[src/design/olsu_pkg.sv]
// Types and constants of the ordered list store.
package olsu_pkg;

    localparam int CAPACITY   = 64;
    localparam int ITEM_WIDTH = 32;
    localparam int IDX_W      = $clog2(CAPACITY);
    localparam int CNT_W      = IDX_W + 1;
    localparam int EXT_W      = CNT_W + 1;

    typedef enum logic [1:0]
    {
        FUNC_APPEND,
        FUNC_REMOVE,
        FUNC_GET,
        FUNC_MOVE
    } func_t;

    typedef enum logic [1:0]
    {
        STAT_OK,
        STAT_NOT_FOUND,
        STAT_RANGE,
        STAT_FULL
    } status_t;

    typedef enum logic [2:0]
    {
        CELL_HOLD,
        CELL_LOAD,
        CELL_SCAN,
        CELL_SHIFT,
        CELL_ROTATE
    } cell_op_t;

    typedef enum logic [2:0]
    {
        ST_IDLE,
        ST_SCAN,
        ST_SHIFT,
        ST_ROTATE,
        ST_REPLY
    } state_t;

    typedef struct packed
    {
        cell_op_t              op;
        logic [ITEM_WIDTH-1:0] key;
        logic [ITEM_WIDTH-1:0] wrap;
        logic [IDX_W-1:0]      target;
        logic [IDX_W-1:0]      lo;
        logic [IDX_W-1:0]      last;
        logic [CNT_W-1:0]      count;
    } cell_ctrl_t;

endpackage

[src/design/olsu_cell.sv]
// One list cell: a stored word and a match flag that ripples right one cell per cycle.
module olsu_cell
    import olsu_pkg::*;
(
    input  logic                  clk,
    input  logic                  rst_n,
    input  logic [IDX_W-1:0]      cell_index,
    input  cell_ctrl_t            ctrl,
    input  logic [ITEM_WIDTH-1:0] right_word,
    input  logic                  seen_left,
    output logic [ITEM_WIDTH-1:0] word,
    output logic                  seen
);

    logic [ITEM_WIDTH-1:0] word_reg;
    logic [ITEM_WIDTH-1:0] word_next;
    logic                  seen_reg;
    logic                  seen_next;

    always_comb
    begin
        word_next = word_reg;
        seen_next = seen_reg;
        unique case (ctrl.op)
            CELL_HOLD:
            begin
                word_next = word_reg;
            end
            CELL_LOAD:
            begin
                if (cell_index == ctrl.target)
                begin
                    word_next = ctrl.key;
                end
            end
            CELL_SCAN:
            begin
                seen_next = seen_left |
                    ((word_reg == ctrl.key) && (CNT_W'(cell_index) < ctrl.count));
            end
            CELL_SHIFT:
            begin
                if (seen_reg && (cell_index < ctrl.last))
                begin
                    word_next = right_word;
                end
            end
            CELL_ROTATE:
            begin
                if ((cell_index >= ctrl.lo) && (cell_index < ctrl.last))
                begin
                    word_next = right_word;
                end
                else if (cell_index == ctrl.last)
                begin
                    word_next = ctrl.wrap;
                end
            end
            default:
            begin
                word_next = word_reg;
            end
        endcase
    end

    always_ff @(posedge clk)
    begin
        word_reg <= word_next;
    end

    always_ff @(posedge clk or negedge rst_n)
    begin
        if (!rst_n)
        begin
            seen_reg <= 1'b0;
        end
        else
        begin
            seen_reg <= seen_next;
        end
    end

    assign word = word_reg;
    assign seen = seen_reg;

endmodule

[config.mk]
export PLATFORM = sky130hd
export DESIGN_NAME = olsu_cell
export DESIGN_NICKNAME = d
export VERILOG_FILES = /design/src/design/olsu_pkg.sv /design/src/design/olsu_cell.sv
export SDC_FILE = /design/constraint.sdc
export NUM_CORES = 1
export LEC_CHECK = 0
export ABC_AREA = 1
export BUFFER_PORTS_ARGS = -buffer_cell sky130_fd_sc_hd__buf_4
export CAP_MARGIN = 10
export CORE_MARGIN = 2
export CORE_UTILIZATION = 44
export DETAILED_ROUTE_END_ITERATION = 6
export PLACE_DENSITY = 0.85
export SKIP_CTS_REPAIR_TIMING = 1
export SLEW_MARGIN = 15
export SYNTH_ARGS = -nofsm -noshare
export SYNTH_HDL_FRONTEND = slang
export SYNTH_SLANG_ARGS = --single-unit
[constraint.sdc]
create_clock -name clk -period 6.1 [get_ports clk]
set_input_delay 1.22 -clock clk [delete_from_list [all_inputs] [get_ports clk]]
set_output_delay 1.22 -clock clk [all_outputs]
set_load 0.05 [all_outputs]
# Word level (Yosys, flattened, before mapping)
# Cells that the tools add are included.
# op_classes
n_lt_le_gt_ge	3
eq_ne	10
n_mux	5
bitwise	1
reduce_logical	5
# op_table
cell	n
2-to-1 mux 32 bit	4
case mux 32 bit (3 select lines)	1
equality test 32 bit	1
equality test 6 bit	2
< comparator 6 x 7 -> 1 bit	1
equality test 3 x 2 -> 1 bit (second input constant)	2
>= comparator 6 bit	1
< comparator 6 bit	1
!= test 2 bit (second input constant)	2
AND reduction 4 bit	1
equality test 3 x 1 -> 1 bit (second input constant)	1
equality test 3 bit (second input constant)	1
logical AND 1 bit	3
!= test 3 bit (second input constant)	1
nonzero test 3 bit	1
bitwise OR 1 bit	1
# totals
regBits	33
in_bits	133
output_inout_bits	33
word_cells	26

# Longest topological paths before layout
# Gate-level depths: netlist of run 1.
# logic_depth
word_depth	4
depth_mapped	12
depth_no_buf	11

# Least setup slack after synthesis of run 1
# No wires, ideal clock.
# synth_path
kind	input to register
start	input ctrl[12] in the netlist's numbering
end	register word_reg[0] (netlist: word[0]), enable pin
setup_time_ns	0.422
t_arrival_ns	3.631
required_time_ns	5.678
setup_slack_ns	2.047
cell_stages	10
path_buffers	0
cell_sequence	inv_1 ha_1 nand2_1 inv_2 nand3_1 nand3_1 a21oi_4 nand2_4 and3_1 nor2_1
# synth_via
elab_chain_cells	4
elab_cells_between_ends	7
classes_between	order compare: 1; eq/ne: 3; reduce/logical: 3
# synth_lines
item	line_no	source
start, declared	olsu_cell.sv:8	input cell_ctrl_t ctrl,
< comparator 6 bit	olsu_cell.sv:43, olsu_cell.sv:50	
logical AND 1 bit (on tied branches)	olsu_cell.sv:50, olsu_cell.sv:43	
!= test 3 bit (no line) / != test 2 bit (equally long branches)	n/a	
AND reduction 4 bit (no line) (*)	n/a	
end signal, assigned	olsu_cell.sv:68	word_reg <= word_next;
end, declared	olsu_cell.sv:15	logic [ITEM_WIDTH-1:0] word_reg;
# Mark *: on every way between the ends. The rest lies on a longest branch, timed or not.
# A chain may end at the register's enable or synchronous reset.

# Worst setup path in the final report of run 1
# layout_path
start	input cell_index[5]
end	register word_reg[3] (netlist: word[3]), enable pin
# layout_via
elab_chain_cells	4
elab_cells_between_ends	10
classes_between	order compare: 2; eq/ne: 5; reduce/logical: 3
# layout_lines
item	line_no	source
start, declared	olsu_cell.sv:7	input logic [IDX_W-1:0] cell_index,
>= comparator 6 bit / < comparator 6 bit (equally long branches)	olsu_cell.sv:50, olsu_cell.sv:43	
logical AND 1 bit (on tied branches)	olsu_cell.sv:50, olsu_cell.sv:43	
!= test 3 bit (no line) / != test 2 bit (equally long branches)	n/a	
AND reduction 4 bit (no line) (*)	n/a	
# Marks and branches as above.

==> results of run 1 <==
worst max path at each step:
| stage | start | end | slack, ns |
|---|---|---|---|
| detailed placement | cell_index[5] | word[12] | 1.45 |
| global placement | cell_index[5] | word[20] | 1.57 |
| floorplan | ctrl[12] | word[0] | 2.05 |
| finish | cell_index[5] | word[3] | 1.70 |
| CTS | cell_index[5] | word[12] | 1.74 |
| global route | cell_index[5] | word[26] | 1.55 |
metal layers:
layer,share of wire (%),GRT usage [%]
met2,50,48.3
met4,2.5,8.46
met3,9.0,5.13
met1,39,30.1
met5,0,0
where the power goes:
group / internal, mW / switching, mW / total (mW)
clock: 0.0789 / 0.0909 / 0.170
combinational: 0.131 / 0.197 / 0.328
sequential: 0.271 / 0.0118 / 0.283
final cells by class:
| class | instances | area (µm²) | share of cell area [%] |
|---|---|---|---|
| clock buffers | 5 | 68.8 | 1.42 |
| inverters | 144 | 541 | 11.1 |
| flip-flops and latches | 33 | 986 | 20.3 |
| clock inverters | 3 | 17.5 | 0.361 |
| repair buffers | 169 | 1270 | 26.2 |
| well taps | 102 | 128 | 2.63 |
| multi-input cells | 384 | 1840 | 38.0 |
stage by stage:
stage	area, µm²	hold WS, ns	cells	setup slack [ns]	utilization [%]
after floorplan	3460	0.924	579	2.05	-
after global placement	4760	0.620	832	1.57	62.0
after detailed placement	4760	0.616	832	1.45	62.0
after CTS	4850	0.637	840	1.74	63.1
after global routing	4850	0.678	840	1.55	63.1
final	4850	0.636	840	1.70	63.1
logic make-up (layout without fill, tap and decap cells):
kind of cell | Yosys count | count (layout) | share of synthesized area (%)
AOI/OAI and AO/OA | 11 | 11 | 2.24
xor gates and xnor gates | 8 | 8 | 2.03
adders and majority gates | 17 | 17 | 6.15
buffers and inverters | 162 | 321 | 18.7
DFF | 33 | 33 | 28.5
and+or+nand+nor | 348 | 348 | 42.3
worst max-delay path, cell delays in order:
cell	delay, ns
buf_4	0.13
ha_1	0.30
nand2_1	0.10
inv_2	0.04
nand3_1	0.06
nand3_1	0.12
a21oi_4	0.78
nand2_4	0.44
and3_1	0.33
nor2_4	0.76
placed cells by master, fill, tap and decap left out, types with 3 or more instances in the layout:
cell,synthesis,layout
clkbuf_8,0,5
nand2_1,201,201
inv_1,143,143
xor2_1,3,3
ha_1,17,17
a21oi_1,3,3
nand3_1,103,103
edfxtp_1,32,32
nor2_1,35,33
xnor2_1,5,5
buf_4,3,169
==> flow_summary.toml, run 1 <==
[synthesis]
yosysMostFrequentCell = "nand2_1"
seq_area_frac_synth_pct = 28.5
synth_nets = 729
synth_area_per_cell_um2 = 5.97
async_reset_ff_share_pct = 3.03
synth-edff-count = 32
yosysTopAreaCell = "edfxtp_1"
ys_types = 29
syn-instance-count = 579
yosysWarnings = 0
synthTopCellsByCount = "nand2_1 (201), inv_1 (143), nand3_1 (103)"
synth.area.top_cells = "edfxtp_1 (28%), nand2_1 (22%), inv_1 (16%)"
synth_seq_cells = 33
synth_top_area_share_pct = 27.8
synth_flop_cell = "edfxtp_1"
netlist_area_um2 = 3460

[die]
boundaryPins = 166
fp.dieArea_um2 = 8580
die_y_um = 92.6
rows = 32
dieWidth_um = 92.6
core_area_um2 = 7690
start_util_pct = 45.0

[placed_design]
routabilityCongestion = 0.796
dp_hpwl_um = 8550
port_buffers = 165

[critical_path]
required_ns = 6.01
crit-reg2reg-launch = "seen"
cp.arrival_ns = 4.31
reg2reg_slack_ns = 4.35
reg2reg_depth = 4
cp-end-kind = "flip-flop"
crit_type = "in2reg"
critPathLaunchType = "input pin"
worstReg2RegEnd = "word[3]"
path_max_fanout = 34

[timing]
fin_crit_ns = 4.40
finalCritPeriodShare_pct = 72.1
worst_pin_slew_ns = 1.00
rsz0062_at_grt = "no"
relSlewSlack_pct = 33.1
finalSetupTns_ns = 0
skew_ns = 0.00333
final-hold-violation-count = 0
max_freq_mhz = 227
setup_violations = 0
finalMaxSlewViolations = 0

[grt]
grt_pass1_vias = 4046
grtUsageTotal_pct = 26.1
antenna_found_initial = 0
grt_max_degree = 35
gr-total-overflow = 0
grt_pass1_wl_um = 17900

[clock_network]
ctsLongestPathBuffers = 2
cts_sinks = 33
clkLatencyLatePin_ns = 0.29
cts_tree = "yes"
h-tree-depth = 2
numCtsBuffers = 5
cts-root-buf = "clkbuf_8"
clkSlewWorstSetupHoldPaths_ns = 0.08

[route]
wl_per_cell_um = 13.3
drtPass1Iterations = 5
drt_iter0_drc = 251
ant_nets = 0
drc = 0
drt-total-wl_um = 11200
vias = 4102
avgViaCountPerCell = 4.88

[power_and_ir_drop]
power_mw = 0.781
peakVddDrop_v = 0.0000808
cellLeakagePower_nw = 2.89
p_per_area_nw_per_um2 = 161

[layout]
largest_reg_flops = 32
area_growth_syn_to_layout_pct = 40.3
fill_cells = 733
nets = 887
drive_above_1_share_pct = 25.1
n_antenna_cell = 0

[hold_path]
holdPathStages = 3
min_path_type = "reg2reg"
hold_start = "seen"
min_to = "seen"

[job]
drv_cap = 0

[run_status]
status = "finished, final reports clean"
Note: power is estimated with default switching activity, not from simulation.
==> inputs of run 2 (changes only) <==
==> constraint.sdc (replaced) <==
create_clock -name clk -period 4.3 [get_ports clk]
set_input_delay 0.86 -clock clk [delete_from_list [all_inputs] [get_ports clk]]
set_output_delay 0.86 -clock clk [all_outputs]
set_load 0.05 [all_outputs]
==> flow_summary.toml, run 2 (synthesis gave the netlist of run 1 again) <==
[run_status]
status = "finished, final reports clean"

[clock_network]
cts_tree = "yes"
ctsLongestPathBuffers = 2
h-tree-depth = 2
numCtsBuffers = 5
cts-root-buf = "clkbuf_8"
clkSlewWorstSetupHoldPaths_ns = 0.08
clkLatencyLatePin_ns = 0.29
cts_sinks = 33

[die]
fp.dieArea_um2 = 8580
die_y_um = 92.6
start_util_pct = 45.0
core_area_um2 = 7690
boundaryPins = 166
dieWidth_um = 92.6
rows = 32

[power_and_ir_drop]
peakVddDrop_v = 0.000134
power_mw = 1.12
cellLeakagePower_nw = 2.90
p_per_area_nw_per_um2 = 229

[critical_path]
required_ns = 4.28
crit_chain = "buf_4 -> ha_1 -> nand2_1 -> inv_2 -> nand3_1 -> nand3_1 -> a21oi_4 -> nand2_1 -> nand2_1 -> nand2_1 -> nor2_4 -> buf_4"
path_buf_inv = 3
cp_top_family = "simple AND/OR/NAND/NOR gates"
path_max_fanout = 18
cp-end-kind = "flip-flop"
cpMostUsedCell = "nand2_1"
crit_cells = 12
reg2reg_depth = 5
cp.arrival_ns = 3.14
critPathLaunchType = "input pin"
crit_type = "in2reg"
cp_slowest_cell = "a21oi_4"
crit_path_max_incr_delay_ns = 0.45

[timing]
timing.final.ws_setup_ns = 1.14
fin_crit_ns = 3.16
finalMaxSlewViolations = 0
skew_ns = 0.00734
finalCritPeriodShare_pct = 73.5
setup_violations = 0
worst_pin_slew_ns = 0.572
rsz0062_at_grt = "no"
finalSetupTns_ns = 0
relSlewSlack_pct = 61.8
max_freq_mhz = 316
final-hold-violation-count = 0

[layout]
largest_reg_flops = 32
drive_above_1_share_pct = 25.5
n_antenna_cell = 0
final_common_cell = "nand2_1"
final_cell_mix = "nand2_1 (201), buf_4 (173), inv_1 (143)"
nets = 891
area_growth_syn_to_layout_pct = 41.3
finish.utilization_pct = 63.5
final_cells = 844

[grt]
grt_pass1_vias = 4022
gr-total-overflow = 0
grtUsageTotal_pct = 25.3
grt_max_degree = 35
antenna_found_initial = 0
grt_pass1_wl_um = 17500

[placed_design]
dp_slack_ns = 0.837
dp_cells = 836
routabilityCongestion = 0.901
dp_hpwl_um = 8560
port_buffers = 165

[route]
drt_iter0_drc = 237
vias = 4131
drc = 0
drtPass1Iterations = 5
wl_per_cell_um = 12.9
drt-total-wl_um = 10900
ant_nets = 0
avgViaCountPerCell = 4.89

[job]
drv_cap = 0

[hold_path]
min_path_type = "in2async"
-- run 2: routing by layer --
| metal | global-route usage (%) | up-vias | share of wire [%] |
|---|---|---|---|
| met2 | 46.7 | 200 | 50 |
| li1 | - | 2072 | - |
| met4 | 7.48 | 0 | 1.8 |
| met1 | 29.1 | 1838 | 39 |
| met5 | 0 | - | 0 |
| met3 | 5.70 | 21 | 9.2 |
-- run 2: worst reg2reg max path, stage by stage (launching register included) --
cell and delay, ns:
dfrtp_1 0.39, nand2_1 0.07, nand2_1 0.08, nand2_1 0.09, nor2_4 0.46, buf_4 0.34
-- run 2: cell type report --
class / instances / area (µm²)
fillers: 720 / 2800
multi-input cells: 384 / 1840
repair buffers: 173 / 1300
flip-flops and latches: 33 / 986
inverters: 144 / 541
well taps: 102 / 128
clock buffers: 5 / 68.8
clock inverters: 3 / 22.5
-- run 2: final timing paths --
path                             to     startpoint  slack, ns
setup / recovery           word[19]  cell_index[5]       1.14
hold / removal                 seen          rst_n       0.33
setup reg to reg           word[19]           seen       2.57
hold reg to reg                seen           seen       0.66
max in group asynchronous      seen          rst_n       3.89
min in group clk               seen           seen       0.66
-- run 2: where the power goes --
| part | switching (mW) | total (mW) | internal (mW) |
|---|---|---|---|
| clock network | 0.132 | 0.246 | 0.114 |
| registers | 0.0165 | 0.400 | 0.384 |
| logic | 0.280 | 0.470 | 0.190 |
| total | 0.429 | 1.12 | 0.688 |
-- run 2: per-stage QoR --
step           hold slack (ns)  area (µm²)
2_1_floorplan            0.564        3460
3_3_place_gp             0.621        4790
3_5_place_dp             0.637        4790
4_1_cts                  0.324        4880
5_1_grt                  0.320        4880
6_report                 0.328        4880
==> inputs of run 3 (changes only) <==
==> constraint.sdc (replaced) <==
create_clock -name clk -period 2.98 [get_ports clk]
set_input_delay 0.596 -clock clk [delete_from_list [all_inputs] [get_ports clk]]
set_output_delay 0.596 -clock clk [all_outputs]
set_load 0.05 [all_outputs]
==> flow_summary.toml, run 3 (synthesis gave the netlist of run 1 again) <==
[run_status]
status = "finished, final reports clean"

[power_and_ir_drop]
cellLeakagePower_nw = 2.91
pwr-share-seq_pct = 36.4
p_per_area_nw_per_um2 = 326
p_sw_mw = 0.599
peakVddDrop_v = 0.000172
combinationalPowerShare_pct = 43.2
p_int_mw = 0.988
p_sw_share_pct = 37.7
clkPwrFrac_pct = 20.4
power_mw = 1.59

[timing]
final-hold-violation-count = 0
relSlewSlack_pct = 73.6
rsz0062_at_grt = "no"
finalCritPeriodShare_pct = 74.8
finalSetupTns_ns = 0
finalMaxSlewViolations = 0
max_freq_mhz = 449
skew_ns = 0.00525
fin_crit_ns = 2.23
whs_ns = 0.0808
worst_pin_slew_ns = 0.395
setup_violations = 0

[clock_network]
numCtsBuffers = 5
clkLatencyLatePin_ns = 0.28
clkSlewWorstSetupHoldPaths_ns = 0.07
h-tree-depth = 2
cts_tree = "yes"
cts-root-buf = "clkbuf_8"
ctsLongestPathBuffers = 2
cts_sinks = 33

[route]
drtPass1Iterations = 5
drt-total-wl_um = 11300
ant_nets = 0
drt_iter0_drc = 231
drc = 0
avgViaCountPerCell = 4.90
vias = 4134
wl_per_cell_um = 13.4

[placed_design]
routabilityCongestion = 0.821
port_buffers = 165
dp_hpwl_um = 8780

[critical_path]
crit-reg2reg-launch = "word[25]"
critPathLaunchType = "input pin"
path_max_fanout = 32
reg2reg_slack_ns = 1.67
worstReg2RegEnd = "seen"
cp-end-kind = "flip-flop"
cp.arrival_ns = 2.26
crit_type = "in2reg"
reg2reg_depth = 9
required_ns = 3.01

[die]
dieWidth_um = 92.6
boundaryPins = 166
start_util_pct = 45.0
core_area_um2 = 7690
die_y_um = 92.6
fp.dieArea_um2 = 8580
rows = 32

[grt]
grt_pass1_vias = 3992
grtUsageTotal_pct = 26.4
grt_max_degree = 34
antenna_found_initial = 0
grt_pass1_wl_um = 18100
gr-total-overflow = 0

[layout]
regArea_um2 = 986
final_common_cell = "nand2_1"
n_antenna_cell = 0
area_growth_syn_to_layout_pct = 41.1
multi_input_area_um2 = 1840
largest_reg_flops = 32
final_cell_mix = "nand2_1 (201), buf_4 (174), inv_1 (143)"
nets = 892
drive_above_1_share_pct = 25.2
fill_cells = 736

[hold_path]
min_path_type = "in2async"

[job]
drv_cap = 0
==> run 3: cell types whose count changed in the layout (fill, tap and decap cells not counted), sizes merged <==
cell / change
clkinvlp: -3
buf: +1
clkbuf: +1
clkinv: +1
==> run 3: cell type report <==
cell class	instances	area share, %
Multi-Input combinational cell	384	37.7
Tap cell	102	2.62
Clock inverter	1	0.0770
Inverter	144	11.1
Clock buffer	6	1.49
Timing Repair Buffer	174	26.8
Sequential cell	33	20.2
==> run 3: worst max path at each step <==
| stage | from | slack, ns | end | depth (start not counted) |
|---|---|---|---|---|
| 4_1_cts | cell_index[5] | 0.77 | word[12] | 11 |
| 5_1_grt | cell_index[0] | 0.62 | word[18] | 11 |
| 3_5_place_dp | cell_index[5] | 0.47 | word[12] | 11 |
| 6_report | cell_index[0] | 0.75 | word[23] | 11 |
| 3_3_place_gp | cell_index[5] | 0.53 | word[19] | 11 |
| 2_1_floorplan | ctrl[12] | 0.07 | word[0] | 10 |
==> run 3: power groups by stage <==
stage	registers, mW	logic [mW]	clock network, mW
floorplan	0.685	0.297	0
global placement	0.587	0.661	0
detailed placement	0.587	0.684	0
CTS	0.578	0.686	0.331
global route	0.581	0.755	0.353
finish	0.578	0.686	0.324
==> run 3: through the flow <==
step / worst slack, ns / util, % / instance area (µm²) / instances
6_report: 0.752 / 63.4 / 4880 / 844
3_3_place_gp: 0.531 / 62.5 / 4800 / 837
4_1_cts: 0.771 / 63.4 / 4880 / 844
2_1_floorplan: 0.0687 / - / 3460 / 579
3_5_place_dp: 0.473 / 62.5 / 4800 / 837
5_1_grt: 0.619 / 63.4 / 4880 / 844
==> run 3: worst max-delay path, cell delays in order <==
cell and delay [ns]:
buf_4 0.09, inv_1 0.06, ha_1 0.29, inv_1 0.04, a21boi_0 0.19, o21ai_0 0.11, nand2_1 0.14, buf_4 0.38
nand3_1 0.16, nand3_1 0.11, nand3_1 0.07
==> run 3: routing by layer <==
metal  up-vias  track usage, %  share of wire (%)
met5         -               0                  0
li1       2074               -                  -
met3        20            5.53                8.6
met4         0            8.95                1.9
met1      1842            31.6                 38
met2       198            47.0                 51
